## config.mk

```make
export PLATFORM = sky130hd
export DESIGN_NAME = streaming_k_smallest_flat
export DESIGN_NICKNAME = d
export VERILOG_FILES = /design/src/rtl/sks_pkg.sv /design/src/rtl/sks_in_if.sv /design/src/rtl/sks_out_if.sv /design/src/rtl/streaming_k_smallest.sv /design/src/rtl/sks_insert.sv /design/src/rtl/sks_drain.sv /design/src/flat_wrapper.sv
export SDC_FILE = /design/constraint.sdc
export NUM_CORES = 2
export LEC_CHECK = 0
export BUFFER_PORTS_ARGS = -buffer_cell sky130_fd_sc_hd__buf_2
export CELL_PAD_IN_SITES_DETAIL_PLACEMENT = 1
export CELL_PAD_IN_SITES_GLOBAL_PLACEMENT = 2
export CORE_UTILIZATION = 47
export DETAILED_ROUTE_END_ITERATION = 8
export PLACE_DENSITY_LB_ADDON = 0.1
export SLEW_MARGIN = 5
export SYNTH_ARGS = -nofsm -noshare
export SYNTH_HDL_FRONTEND = slang
export SYNTH_SLANG_ARGS = --single-unit
```

## constraint.sdc

```tcl
create_clock -name i_clk -period 23.5 [get_ports i_clk]
set_input_delay 4.7 -clock i_clk [delete_from_list [all_inputs] [get_ports i_clk]]
set_output_delay 4.7 -clock i_clk [all_outputs]
set_load 0.005 [all_outputs]
```

## src/rtl/sks_pkg.sv

```systemverilog
// ----------------------------------------------------------------------------
// sks_pkg
// Shared widths, types and the keep-count reset constant for the streaming k-smallest block.
// ----------------------------------------------------------------------------
package sks_pkg;

    localparam int SKS_VALUE_W = 32;
    localparam int SKS_KEEP_W  = 5;
    localparam int SKS_MAX_K   = 16;

    localparam logic [SKS_KEEP_W-1:0] SKS_KEEP_RESET = SKS_KEEP_W'(4);

    typedef logic signed [SKS_VALUE_W-1:0] t_value;
    typedef logic [SKS_KEEP_W-1:0]         t_keep;

endpackage

```

## src/rtl/sks_in_if.sv

```systemverilog
// ----------------------------------------------------------------------------
// sks_in_if
// Input request channel: one signed value and its end-of-set mark.
// ----------------------------------------------------------------------------
interface sks_in_if;
    logic                    valid;
    logic                    ready;
    logic signed [31:0]      value;
    logic                    end_of_set;

    modport source (output valid, output value, output end_of_set, input ready);
    modport sink   (input valid, input value, input end_of_set, output ready);
endinterface

```

## src/rtl/sks_out_if.sv

```systemverilog
// ----------------------------------------------------------------------------
// sks_out_if
// Result request channel: one kept value and the last-of-run mark.
// ----------------------------------------------------------------------------
interface sks_out_if;
    logic                    valid;
    logic                    ready;
    logic signed [31:0]      kept_value;
    logic                    final_res;

    modport source (output valid, output kept_value, output final_res, input ready);
    modport sink   (input valid, input kept_value, input final_res, output ready);
endinterface

```

## src/rtl/streaming_k_smallest.sv

```systemverilog
// ----------------------------------------------------------------------------
// streaming_k_smallest
// Keeps the k smallest signed values of each set and emits them largest first.
// ----------------------------------------------------------------------------
// The block takes one value per cycle while no end_of_set request is held;
// each request is registered, then compared against a sorted row of MAX_K
// registers and inserted there. On a request marked end_of_set the finished
// row is copied into a drain buffer and the row is emptied, so the next set
// streams in at once. The drain buffer emits the n kept values (n = k, or
// fewer if the set was shorter) one per cycle while the output is ready,
// through an output register, largest first, with final_res on the last.
// An end_of_set request waits in the input register only while the
// previous set's drain buffer still holds values; once taken, its set goes
// to the drain buffer and the largest value on to the output register.
// keep_count is clamped to 1..MAX_K and may be written between requests.
// ----------------------------------------------------------------------------
module streaming_k_smallest #(
    parameter int MAX_K = sks_pkg::SKS_MAX_K
) (
    input  logic                  i_clk,
    input  logic                  i_rst_n,
    input  logic                  i_cfg_we,
    input  sks_pkg::t_keep        i_cfg_wdata,
    sks_in_if.sink                i_in,
    sks_out_if.source             o_out
);
    import sks_pkg::*;

    localparam int CW = $clog2(MAX_K + 1);

    t_keep           r_keep;
    logic            r_in_valid;
    t_value          r_in_value;
    logic            r_in_eos;

    logic            in_take;
    logic            load;
    logic            drain_free;
    t_value          load_row [MAX_K];
    logic [CW-1:0]   load_cnt;

    // Keep-count register
    always_ff @(posedge i_clk) begin
        if (!i_rst_n) begin
            r_keep <= SKS_KEEP_RESET;
        end else if (i_cfg_we) begin
            r_keep <= i_cfg_wdata;
        end
    end

    // Input register: accept when empty or being consumed this cycle
    assign i_in.ready = !r_in_valid || in_take;

    always_ff @(posedge i_clk) begin
        if (!i_rst_n) begin
            r_in_valid <= 1'b0;
        end else if (i_in.ready) begin
            r_in_valid <= i_in.valid;
        end
    end

    always_ff @(posedge i_clk) begin
        if (i_in.valid && i_in.ready) begin
            r_in_value <= i_in.value;
            r_in_eos   <= i_in.end_of_set;
        end
    end

    sks_insert #(
        .MAX_K (MAX_K)
    ) u_insert (
        .i_clk        (i_clk),
        .i_rst_n      (i_rst_n),
        .i_keep_count (r_keep),
        .i_in_valid   (r_in_valid),
        .i_in_value   (r_in_value),
        .i_in_eos     (r_in_eos),
        .i_drain_free (drain_free),
        .o_in_take    (in_take),
        .o_load       (load),
        .o_load_row   (load_row),
        .o_load_cnt   (load_cnt)
    );

    sks_drain #(
        .MAX_K (MAX_K)
    ) u_drain (
        .i_clk        (i_clk),
        .i_rst_n      (i_rst_n),
        .i_load       (load),
        .i_load_row   (load_row),
        .i_load_cnt   (load_cnt),
        .o_drain_free (drain_free),
        .o_out        (o_out)
    );

endmodule

```

## src/rtl/sks_insert.sv

```systemverilog
// ----------------------------------------------------------------------------
// sks_insert
// Sorted register row with combinational compare-and-insert of one value.
// ----------------------------------------------------------------------------
module sks_insert #(
    parameter int MAX_K = sks_pkg::SKS_MAX_K
) (
    input  logic                  i_clk,
    input  logic                  i_rst_n,
    input  sks_pkg::t_keep        i_keep_count,
    input  logic                  i_in_valid,
    input  sks_pkg::t_value       i_in_value,
    input  logic                  i_in_eos,
    input  logic                  i_drain_free,
    output logic                  o_in_take,
    output logic                  o_load,
    output sks_pkg::t_value       o_load_row [MAX_K],
    output logic [$clog2(MAX_K+1)-1:0] o_load_cnt
);
    import sks_pkg::*;

    localparam int CW = $clog2(MAX_K + 1);
    localparam int IW = (MAX_K > 1) ? $clog2(MAX_K) : 1;

    t_value          r_row [MAX_K];
    logic [CW-1:0]   r_cnt;

    t_value          n_row [MAX_K];
    logic [CW-1:0]   n_cnt;
    logic [CW-1:0]   eff_k;
    logic [CW-1:0]   cnt_trunc;
    logic [CW-1:0]   base;
    logic [IW-1:0]   top_idx;
    logic            full;
    logic            top_gt;
    logic            do_ins;
    logic [MAX_K-1:0] gt;

    // Clamp the keep count to 1..MAX_K
    always_comb begin
        if (i_keep_count == '0) begin
            eff_k = CW'(1);
        end else if (int'(i_keep_count) > MAX_K) begin
            eff_k = CW'(MAX_K);
        end else begin
            eff_k = CW'(i_keep_count);
        end
    end

    // Drop excess entries, then decide on insert or replace-largest
    always_comb begin
        cnt_trunc = (r_cnt > eff_k) ? eff_k : r_cnt;
        full      = (cnt_trunc == eff_k);
        top_idx   = IW'(cnt_trunc - CW'(1));
        top_gt    = (cnt_trunc != '0) && (r_row[top_idx] > i_in_value);
        do_ins    = !full || top_gt;
        base      = full ? (cnt_trunc - CW'(1)) : cnt_trunc;
        for (int i = 0; i < MAX_K; i++) begin
            gt[i] = (CW'(i) < base) && (r_row[i] > i_in_value);
        end
        for (int i = 0; i < MAX_K; i++) begin
            n_row[i] = r_row[i];
            if (do_ins && (gt[i] || CW'(i) == base)) begin
                if (i > 0 && gt[(i > 0) ? i - 1 : 0]) begin
                    n_row[i] = r_row[(i > 0) ? i - 1 : 0];
                end else begin
                    n_row[i] = i_in_value;
                end
            end
        end
        n_cnt = do_ins ? (base + CW'(1)) : cnt_trunc;
    end

    // Hold an end-of-set request until the drain buffer is empty
    assign o_in_take  = i_in_valid && (!i_in_eos || i_drain_free);
    assign o_load     = o_in_take && i_in_eos;
    assign o_load_row = n_row;
    assign o_load_cnt = n_cnt;

    // Advance the row; empty it when the set is handed to the drain
    always_ff @(posedge i_clk) begin
        if (!i_rst_n) begin
            r_cnt <= '0;
        end else if (o_in_take) begin
            r_cnt <= i_in_eos ? '0 : n_cnt;
        end
    end

    always_ff @(posedge i_clk) begin
        if (o_in_take) begin
            r_row <= n_row;
        end
    end

    a_cnt_bound: assert property (@(posedge i_clk) disable iff (!i_rst_n)
        r_cnt <= CW'(MAX_K))
        else $error("held count exceeds MAX_K");

    a_load_nonempty: assert property (@(posedge i_clk) disable iff (!i_rst_n)
        o_load |-> (o_load_cnt != '0) && (o_load_cnt <= eff_k))
        else $error("set handed over with bad count");

endmodule

```

## src/rtl/sks_drain.sv

```systemverilog
// ----------------------------------------------------------------------------
// sks_drain
// Snapshot of a finished set, emitted largest first through an output register.
// ----------------------------------------------------------------------------
module sks_drain #(
    parameter int MAX_K = sks_pkg::SKS_MAX_K
) (
    input  logic                  i_clk,
    input  logic                  i_rst_n,
    input  logic                  i_load,
    input  sks_pkg::t_value       i_load_row [MAX_K],
    input  logic [$clog2(MAX_K+1)-1:0] i_load_cnt,
    output logic                  o_drain_free,
    sks_out_if.source             o_out
);
    import sks_pkg::*;

    localparam int CW = $clog2(MAX_K + 1);
    localparam int IW = (MAX_K > 1) ? $clog2(MAX_K) : 1;

    t_value          r_dr [MAX_K];
    logic [CW-1:0]   r_dr_cnt;
    logic            r_out_valid;
    t_value          r_out_value;
    logic            r_out_final;

    logic            mv;
    logic [IW-1:0]   rd_idx;

    assign o_drain_free = (r_dr_cnt == '0);
    assign mv           = (r_dr_cnt != '0) && (!r_out_valid || o_out.ready);
    assign rd_idx       = IW'(r_dr_cnt - CW'(1));

    // Take a new snapshot or count down as entries move out
    always_ff @(posedge i_clk) begin
        if (!i_rst_n) begin
            r_dr_cnt <= '0;
        end else if (i_load) begin
            r_dr_cnt <= i_load_cnt;
        end else if (mv) begin
            r_dr_cnt <= r_dr_cnt - CW'(1);
        end
    end

    always_ff @(posedge i_clk) begin
        if (i_load) begin
            r_dr <= i_load_row;
        end
    end

    // Output register: fill from the top of the snapshot, drop when taken
    always_ff @(posedge i_clk) begin
        if (!i_rst_n) begin
            r_out_valid <= 1'b0;
        end else if (mv) begin
            r_out_valid <= 1'b1;
        end else if (o_out.ready) begin
            r_out_valid <= 1'b0;
        end
    end

    always_ff @(posedge i_clk) begin
        if (mv) begin
            r_out_value <= r_dr[rd_idx];
            r_out_final <= (r_dr_cnt == CW'(1));
        end
    end

    assign o_out.valid      = r_out_valid;
    assign o_out.kept_value = r_out_value;
    assign o_out.final_res  = r_out_final;

    a_load_idle: assert property (@(posedge i_clk) disable iff (!i_rst_n)
        i_load |-> (r_dr_cnt == '0))
        else $error("snapshot loaded over a pending drain");

    a_final_last: assert property (@(posedge i_clk) disable iff (!i_rst_n)
        mv && (r_dr_cnt == CW'(1)) |=> r_out_final && (r_dr_cnt == '0 || $past(i_load)))
        else $error("final mark out of step with drain count");

endmodule

```

## src/flat_wrapper.sv

```systemverilog
// flat-port wrapper written by rule: the top's interface ports become plain ports
module streaming_k_smallest_flat import sks_pkg::*;
#(
    parameter int MAX_K = sks_pkg::SKS_MAX_K
)
  (i_clk, i_rst_n, i_cfg_we, i_cfg_wdata, i_in_valid, i_in_value, i_in_end_of_set, i_in_ready, o_out_valid, o_out_kept_value, o_out_final_res, o_out_ready);
  sks_in_if i_in_i ();
  sks_out_if o_out_i ();
  input  logic i_clk;
  input  logic i_rst_n;
  input  logic i_cfg_we;
  input  sks_pkg::t_keep i_cfg_wdata;
  input wire logic [$bits(i_in_i.valid)-1:0] i_in_valid;
  input wire logic [$bits(i_in_i.value)-1:0] i_in_value;
  input wire logic [$bits(i_in_i.end_of_set)-1:0] i_in_end_of_set;
  output wire logic [$bits(i_in_i.ready)-1:0] i_in_ready;
  output wire logic [$bits(o_out_i.valid)-1:0] o_out_valid;
  output wire logic [$bits(o_out_i.kept_value)-1:0] o_out_kept_value;
  output wire logic [$bits(o_out_i.final_res)-1:0] o_out_final_res;
  input wire logic [$bits(o_out_i.ready)-1:0] o_out_ready;
  assign i_in_i.valid = i_in_valid;
  assign i_in_i.value = i_in_value;
  assign i_in_i.end_of_set = i_in_end_of_set;
  assign i_in_ready = i_in_i.ready;
  assign o_out_valid = o_out_i.valid;
  assign o_out_kept_value = o_out_i.kept_value;
  assign o_out_final_res = o_out_i.final_res;
  assign o_out_i.ready = o_out_ready;
  streaming_k_smallest #(.MAX_K(MAX_K)) u_core (.i_clk(i_clk), .i_rst_n(i_rst_n), .i_cfg_we(i_cfg_we), .i_cfg_wdata(i_cfg_wdata), .i_in(i_in_i), .o_out(o_out_i));
endmodule
```

# Word level (Yosys, flattened, before mapping)
# Cells that the tools add are included.
[classes]
addsub = 3
magnitude_cmp = 37
eq_ne = 17
n_mux = 47
n_bitwise = 2
n_reduce_logical = 68
[op_table]
columns = ["operator", "n"]
rows = [
  ["two-way mux 32 bit", 35],
  ["> comparator 32 bit", 17],
  ["binary-select mux 32 bit (select 4 bit)", 2],
  ["== test 4 x 5 -> 1 bit (first input constant)", 8],
  ["< comparator 4 x 5 -> 1 bit (first input constant)", 8],
  ["two-way mux 5 bit", 8],
  ["logical AND 1 bit", 37],
  ["== test 3 x 5 -> 1 bit (first input constant)", 4],
  ["logical OR 1 bit", 20],
  ["< comparator 3 x 5 -> 1 bit (first input constant)", 4],
  ["logical NOT 5 bit", 3],
  ["== test 2 x 5 -> 1 bit (first input constant)", 2],
  [">= comparator 5 bit (second input constant)", 2],
  ["< comparator 1 x 5 -> 1 bit (first input constant)", 2],
  ["< comparator 2 x 5 -> 1 bit (first input constant)", 2],
  ["NOT 4 -> 5 bit", 2],
  ["nonzero test 5 bit", 2],
  ["subtractor 5 x 1 -> 5 bit (second input constant)", 2],
  ["adder 5 x 1 -> 5 bit (second input constant)", 1],
  ["== test 1 x 5 -> 1 bit (first input constant)", 1],
  ["== test 5 x 1 -> 1 bit (second input constant)", 1],
  ["== test 5 bit", 1],
  ["> comparator 5 bit", 1],
  ["> comparator 5 bit (second input constant)", 1],
  ["3 further kinds", 8],
]
[totals]
reg_bits = 1107
input_bits = 43
output_inout_bits = 35
wordCells = 215

# Logic depth before layout (Yosys ltp)
[logic_depth]
depth_word = 15
mapped_depth = 29
ltp_nobuf = 22

# Modules after synthesis
# From an unflattened synthesis, not the netlist that was laid out.
[unflattened]
hier_cells = 5213
hier_area_um2 = 67195.7
[by_module_without_submodules]
columns = ["mod", "instances", "cells_per_inst", "area_per_inst_um2", "seq_area_each_um2"]
rows = [
  ["sks_insert", 1, 4257, 45184.6, 15474.8],
  ["sks_drain", 1, 902, 20778.7, 16485.8],
  ["streaming_k_smallest", 1, 54, 1232.4, 1111.1],
]

# Worst setup path before layout
# OpenSTA, ideal clock, no wires.
[synth_path]
path_kind = "register to register"
start = "register u_core.u_drain.r_dr_cnt[0]"
end = "register u_core.u_drain.r_dr_cnt[1]"
setup_time_ps = 147
arrival_time_ps = 17418
required_time_ps = 23353
setup_slack_ps = 5934
stages_incl_launch_ff = 12
n_path_buf = 4
synth_period_minus_slack_ps = 17566
path_cell_list = "dfxtp_1 -> clkbuf_1 -> clkbuf_1 -> buf_1 -> inv_1 -> ha_1 -> nand2_1 -> nand2_1 -> and3_1 -> clkbuf_1 -> nand2_1 -> o31ai_1"
[synth_between]
elab_chain_len = 5
elab_cells_between_ends = 10
cone_classes = "1 x add/sub; 2 x mux; 7 x reduce/logical"
[synth_lines]
columns = ["element", "line_no", "source"]
rows = [
  ["start: declaration", "sks_drain.sv:22", "logic [CW-1:0] r_dr_cnt;"],
  ["start signal: assignment", "sks_drain.sv:39", "r_dr_cnt <= i_load_cnt;"],
  ["start signal: assignment", "sks_drain.sv:41", "r_dr_cnt <= r_dr_cnt - CW'(1);"],
  ["logical NOT 5 bit (*)", "sks_drain.sv:30", "assign o_drain_free = (r_dr_cnt == '0);"],
  ["logical OR 1 bit (*)", "sks_insert.sv:75", "assign o_in_take = i_in_valid && (!i_in_eos || i_drain_free);"],
  ["logical AND 1 bit (*)", "sks_insert.sv:75", ""],
  ["logical AND 1 bit (*)", "sks_insert.sv:76", "assign o_load = o_in_take && i_in_eos;"],
  ["named net u_core.load", "streaming_k_smallest.sv:37", "logic load;"],
  ["two-way mux 5 bit / nonzero test 2 bit (equally long branches)", "--", ""],
]
# Mark *: on every way through the listed nets, which the timed path passes. The rest lies on a longest branch. The select of a mux whose other input is x is not followed.
# A chain may end at the register's enable or synchronous reset.

==> results.yml <==
timing:
  rsz0062_at_grt: "false"
  fin_crit_sh: 0.469
  setup_tns_ns: 0
  setup_viol: 0
  skew_ns: 0.0310
  fin_hold_ws_ns: 0.481
  max_slew_margin: 0.0711
  tightest_slew_ns: 1.39
  final-hold-violation-count: 0
  period_needed_ns: 11.03
  finalMaxSlewViolations: 0
  max_freq_mhz: 90.7
die:
  die_w_um: 379
  die_area_sq_mm: 0.144
  ioPinCount: 78
  num_rows: 138
  initial_utilization: 0.473
  core_area_sq_mm: 0.141
  die_h_um: 379
logic_synthesis:
  synth_flop_cell: "edfxtp_1"
  ys_ff_latch: 1107
  yosysWarningCount: 0
  seq_area_frac_synth: 0.494
  mappedNetlistNets: 5639
  avgSynthCellArea_sq_um: 13.3
  synth.distinct_cells: 99
  synth_edf_count: 1090
  postSynth.asyncResetShare: 0
  syn_area_sq_mm: 0.0669
  netlist_instances: 5042
min_path:
  hold_path.class: "register to register"
  hold_end: "u_core.u_drain.r_dr_cnt[4]$_SDFFE_PN0P_"
  hold_path_depth: 2
  min_from: "u_core.u_drain.r_dr_cnt[4]$_SDFFE_PN0P_"
status:
  outcome: "complete, no violations"
drt:
  wl_per_cell_um: 38.6
  vias: 48800
  ant_nets: 0
  drt_pass1_iterations: 6
  viasPerCell: 6.88
  drcViolationCount: 0
  drt_iter0_markers: 6368
  wl_um: 274000
pwr:
  p_per_area_mw_per_mm2: 131
  ir_worst_vdd_v: 0.000144
  cellLeakagePower_uw: 0.0273
clock_tree:
  clock_path_buffers: 3
  cts_made_buffers: 130
  cts_setup_buffers: 0
  clock_latency_ns: 0.78
  cts_tree: "yes"
  cts_root_buf: "clkbuf_16"
  hold_buffers: 0
  ctsHtreeMaxLevel: 4
  cts_sinks: 1107
  clk_pin_slew_ns: 0.06
  cts_resized: 0
final_layout:
  n_fill_cell: 14000
  final_nets: 5703
  layout-drive-gt1-share: 0.261
  layout_commonest_cell: "edfxtp_1"
  layout_common_cells: "edfxtp_1 (1090), mux2_2 (724), ha_1 (553)"
  area_growth_pct: 10.6
global_route:
  grt_pass1_vias: 48500
  antenna_found_initial: 10
  grtUsageTotal: 0.380
  grt_pass1_wl_um: 382000
  grt_start_max_net_pins: 141
  grt-ovfl-total: 0
placement:
  gp_congestion: 0.939
  hpwlAfterDp_um: 184000
  port_buffers: 77
worst_setup_path:
  r2r_cells: 24
  crit_fanout: 41
  worstPathArrival_ns: 11.54
  cp.required_ns: 24.01
  r2r_start: "u_core.r_keep[4]$_SDFFE_PN0P_"
  crit_type: "register to register"
  cp-end-kind: "register"
  rrSetupSlack_ns: 12.47
  cp-start-kind: "register"
  timing.rr.end: "u_core.u_drain.r_dr[334]$_DFFE_PP_"
job:
  maxCapViolCount: 0
-- synth_stat cells, types with 6 or more instances --
cell,instances,area share
o21ai_1,8,0.00060
nor3_1,43,0.0032
nand3_1,166,0.012
a311oi_1,43,0.0056
or3_1,8,0.00075
and4_1,14,0.0018
clkbuf_1,152,0.0085
and3_1,33,0.0031
mux4_2,160,0.054
a211oi_1,62,0.0070
o211ai_1,49,0.0055
a2111oi_0,6,0.00079
o21a_1,15,0.0017
buf_4,8,0.00090
a211o_1,9,0.0012
a221o_1,6,0.00090
a21o_1,98,0.011
and2_1,10,0.00094
a221oi_1,14,0.0018
a22oi_1,11,0.0012
nand2b_1,15,0.0014
buf_1,33,0.0019
nand4_1,93,0.0087
o21ai_0,120,0.0090
mux2_2,724,0.12
o22ai_1,49,0.0046
a31oi_1,46,0.0043
buf_2,82,0.0061
edfxtp_1,1090,0.49
a21boi_0,6,0.00067
nand2_1,420,0.024
nor4_1,15,0.0014
ha_1,554,0.10
inv_1,104,0.0058
nor2_1,91,0.0051
xnor2_1,9,0.0012
dfxtp_1,17,0.0051
a21oi_1,203,0.015
nor2b_1,35,0.0033
mux2_1,149,0.025
o31ai_1,12,0.0013
mux2i_1,140,0.021
-- critical path, stage by stage (launching register included) --
cell,delay (ns)
dfxtp_1,0.64
nand2b_1,0.25
ha_1,0.29
a211oi_2,0.38
o221a_2,0.43
nor3_1,0.18
nor2_4,0.98
buf_4,0.70
buf_4,0.58
nand2_1,0.10
and3_1,0.18
a311oi_1,0.34
a311oi_1,0.09
a21oi_1,0.15
ha_1,0.31
nand4_1,0.19
nor2_1,0.31
nand3_1,0.28
nor3_1,1.02
o21ai_0,0.29
and3b_1,0.31
o21a_1,0.57
o22ai_4,1.17
buf_4,0.52
mux2_2,0.40
-- layer usage --
layer,track usage,wire (um),vias to the layer above
met3,0.0822,26300,542
met1,0.524,113000,25500
met2,0.583,123000,2619
met4,0.145,11600,12
li1,-,-,20200
met5,0,86,-
-- report_power, final --
group / total, uW / switching (uW) / leakage (uW) / internal, uW
logic: 4480 / 2810 / 0.0150 / 1670
clock network: 2030 / 858 / 0.00204 / 1180
registers: 3210 / 368 / 0.0102 / 2850
-- metrics by stage --
step / setup WS [ns] / cell area, sq um / total power [uW] / std cells / utilization
floorplan: 5.93 / 66900 / 5850 / 5042 / -
global placement: 13.14 / 69900 / 7480 / 6864 / 0.494
detailed placement: 12.96 / 69900 / 7590 / 6864 / 0.494
CTS: 12.89 / 74000 / 9640 / 7099 / 0.523
global route: 12.36 / 74000 / 10000 / 7099 / 0.523
finish: 12.47 / 74000 / 9730 / 7100 / 0.523
-- final cells by class --
class	instances	area [sq um]	area share
clock buffer	161	3540	0.0478
antenna	1	2.50	0.0000338
multi-input combinational	3548	32600	0.440
inverter	107	409	0.00553
sequential	1107	33100	0.447
timing repair buffer	212	1440	0.0194
tap	1890	2360	0.0320
clock inverter	74	613	0.00828
-- worst max path at each step --
stage,startpoint,to,slack [ns],cells past startpoint
6_report,u_core.r_keep[4]$_SDFFE_PN0P_,u_core.u_drain.r_dr[334]$_DFFE_PP_,12.47,24
4_1_cts,u_core.r_keep[4]$_SDFFE_PN0P_,u_core.u_insert.r_row[315]$_DFFE_PP_,12.89,24
3_3_place_gp,u_core.r_keep[4]$_SDFFE_PN0P_,u_core.u_drain.r_dr[337]$_DFFE_PP_,13.14,25
3_5_place_dp,u_core.r_keep[4]$_SDFFE_PN0P_,u_core.u_insert.r_row[315]$_DFFE_PP_,12.96,24
2_1_floorplan,u_core.u_drain.r_dr_cnt[0]$_SDFFE_PN0P_,u_core.u_drain.r_dr_cnt[1]$_SDFFE_PN0P_,5.93,11
5_1_grt,u_core.r_keep[4]$_SDFFE_PN0P_,u_core.u_insert.r_row[334]$_DFFE_PP_,12.36,24
-- registers in the layout, indices dropped and copies added, names as in the netlist --
register and cells:
u_core.u_drain.o_out.final_res 1, u_core.r_in_valid 1, u_core.r_in_value 32, u_core.r_in_eos 1
u_core.u_insert.r_row 512, u_core.r_keep 5, u_core.u_drain.r_dr 512, u_core.u_drain.o_out.valid 1
u_core.u_insert.r_cnt 5, u_core.u_drain.r_dr_cnt 5, u_core.u_drain.o_out.kept_value 32
-- cell families after synthesis --
| logic type | count (synthesis) | synth area share |
|---|---|---|
| muxes | 1174 | 0.222 |
| DFF | 1107 | 0.494 |
| and+or+nand+nor | 976 | 0.0702 |
| AOI/OAI and AO/OA | 829 | 0.0835 |
| adders and majority gates | 554 | 0.104 |
| buffers and inverters | 387 | 0.0243 |
| xor gates and xnor gates | 15 | 0.00224 |
No activity file was read; power rests on OpenSTA's default activity.
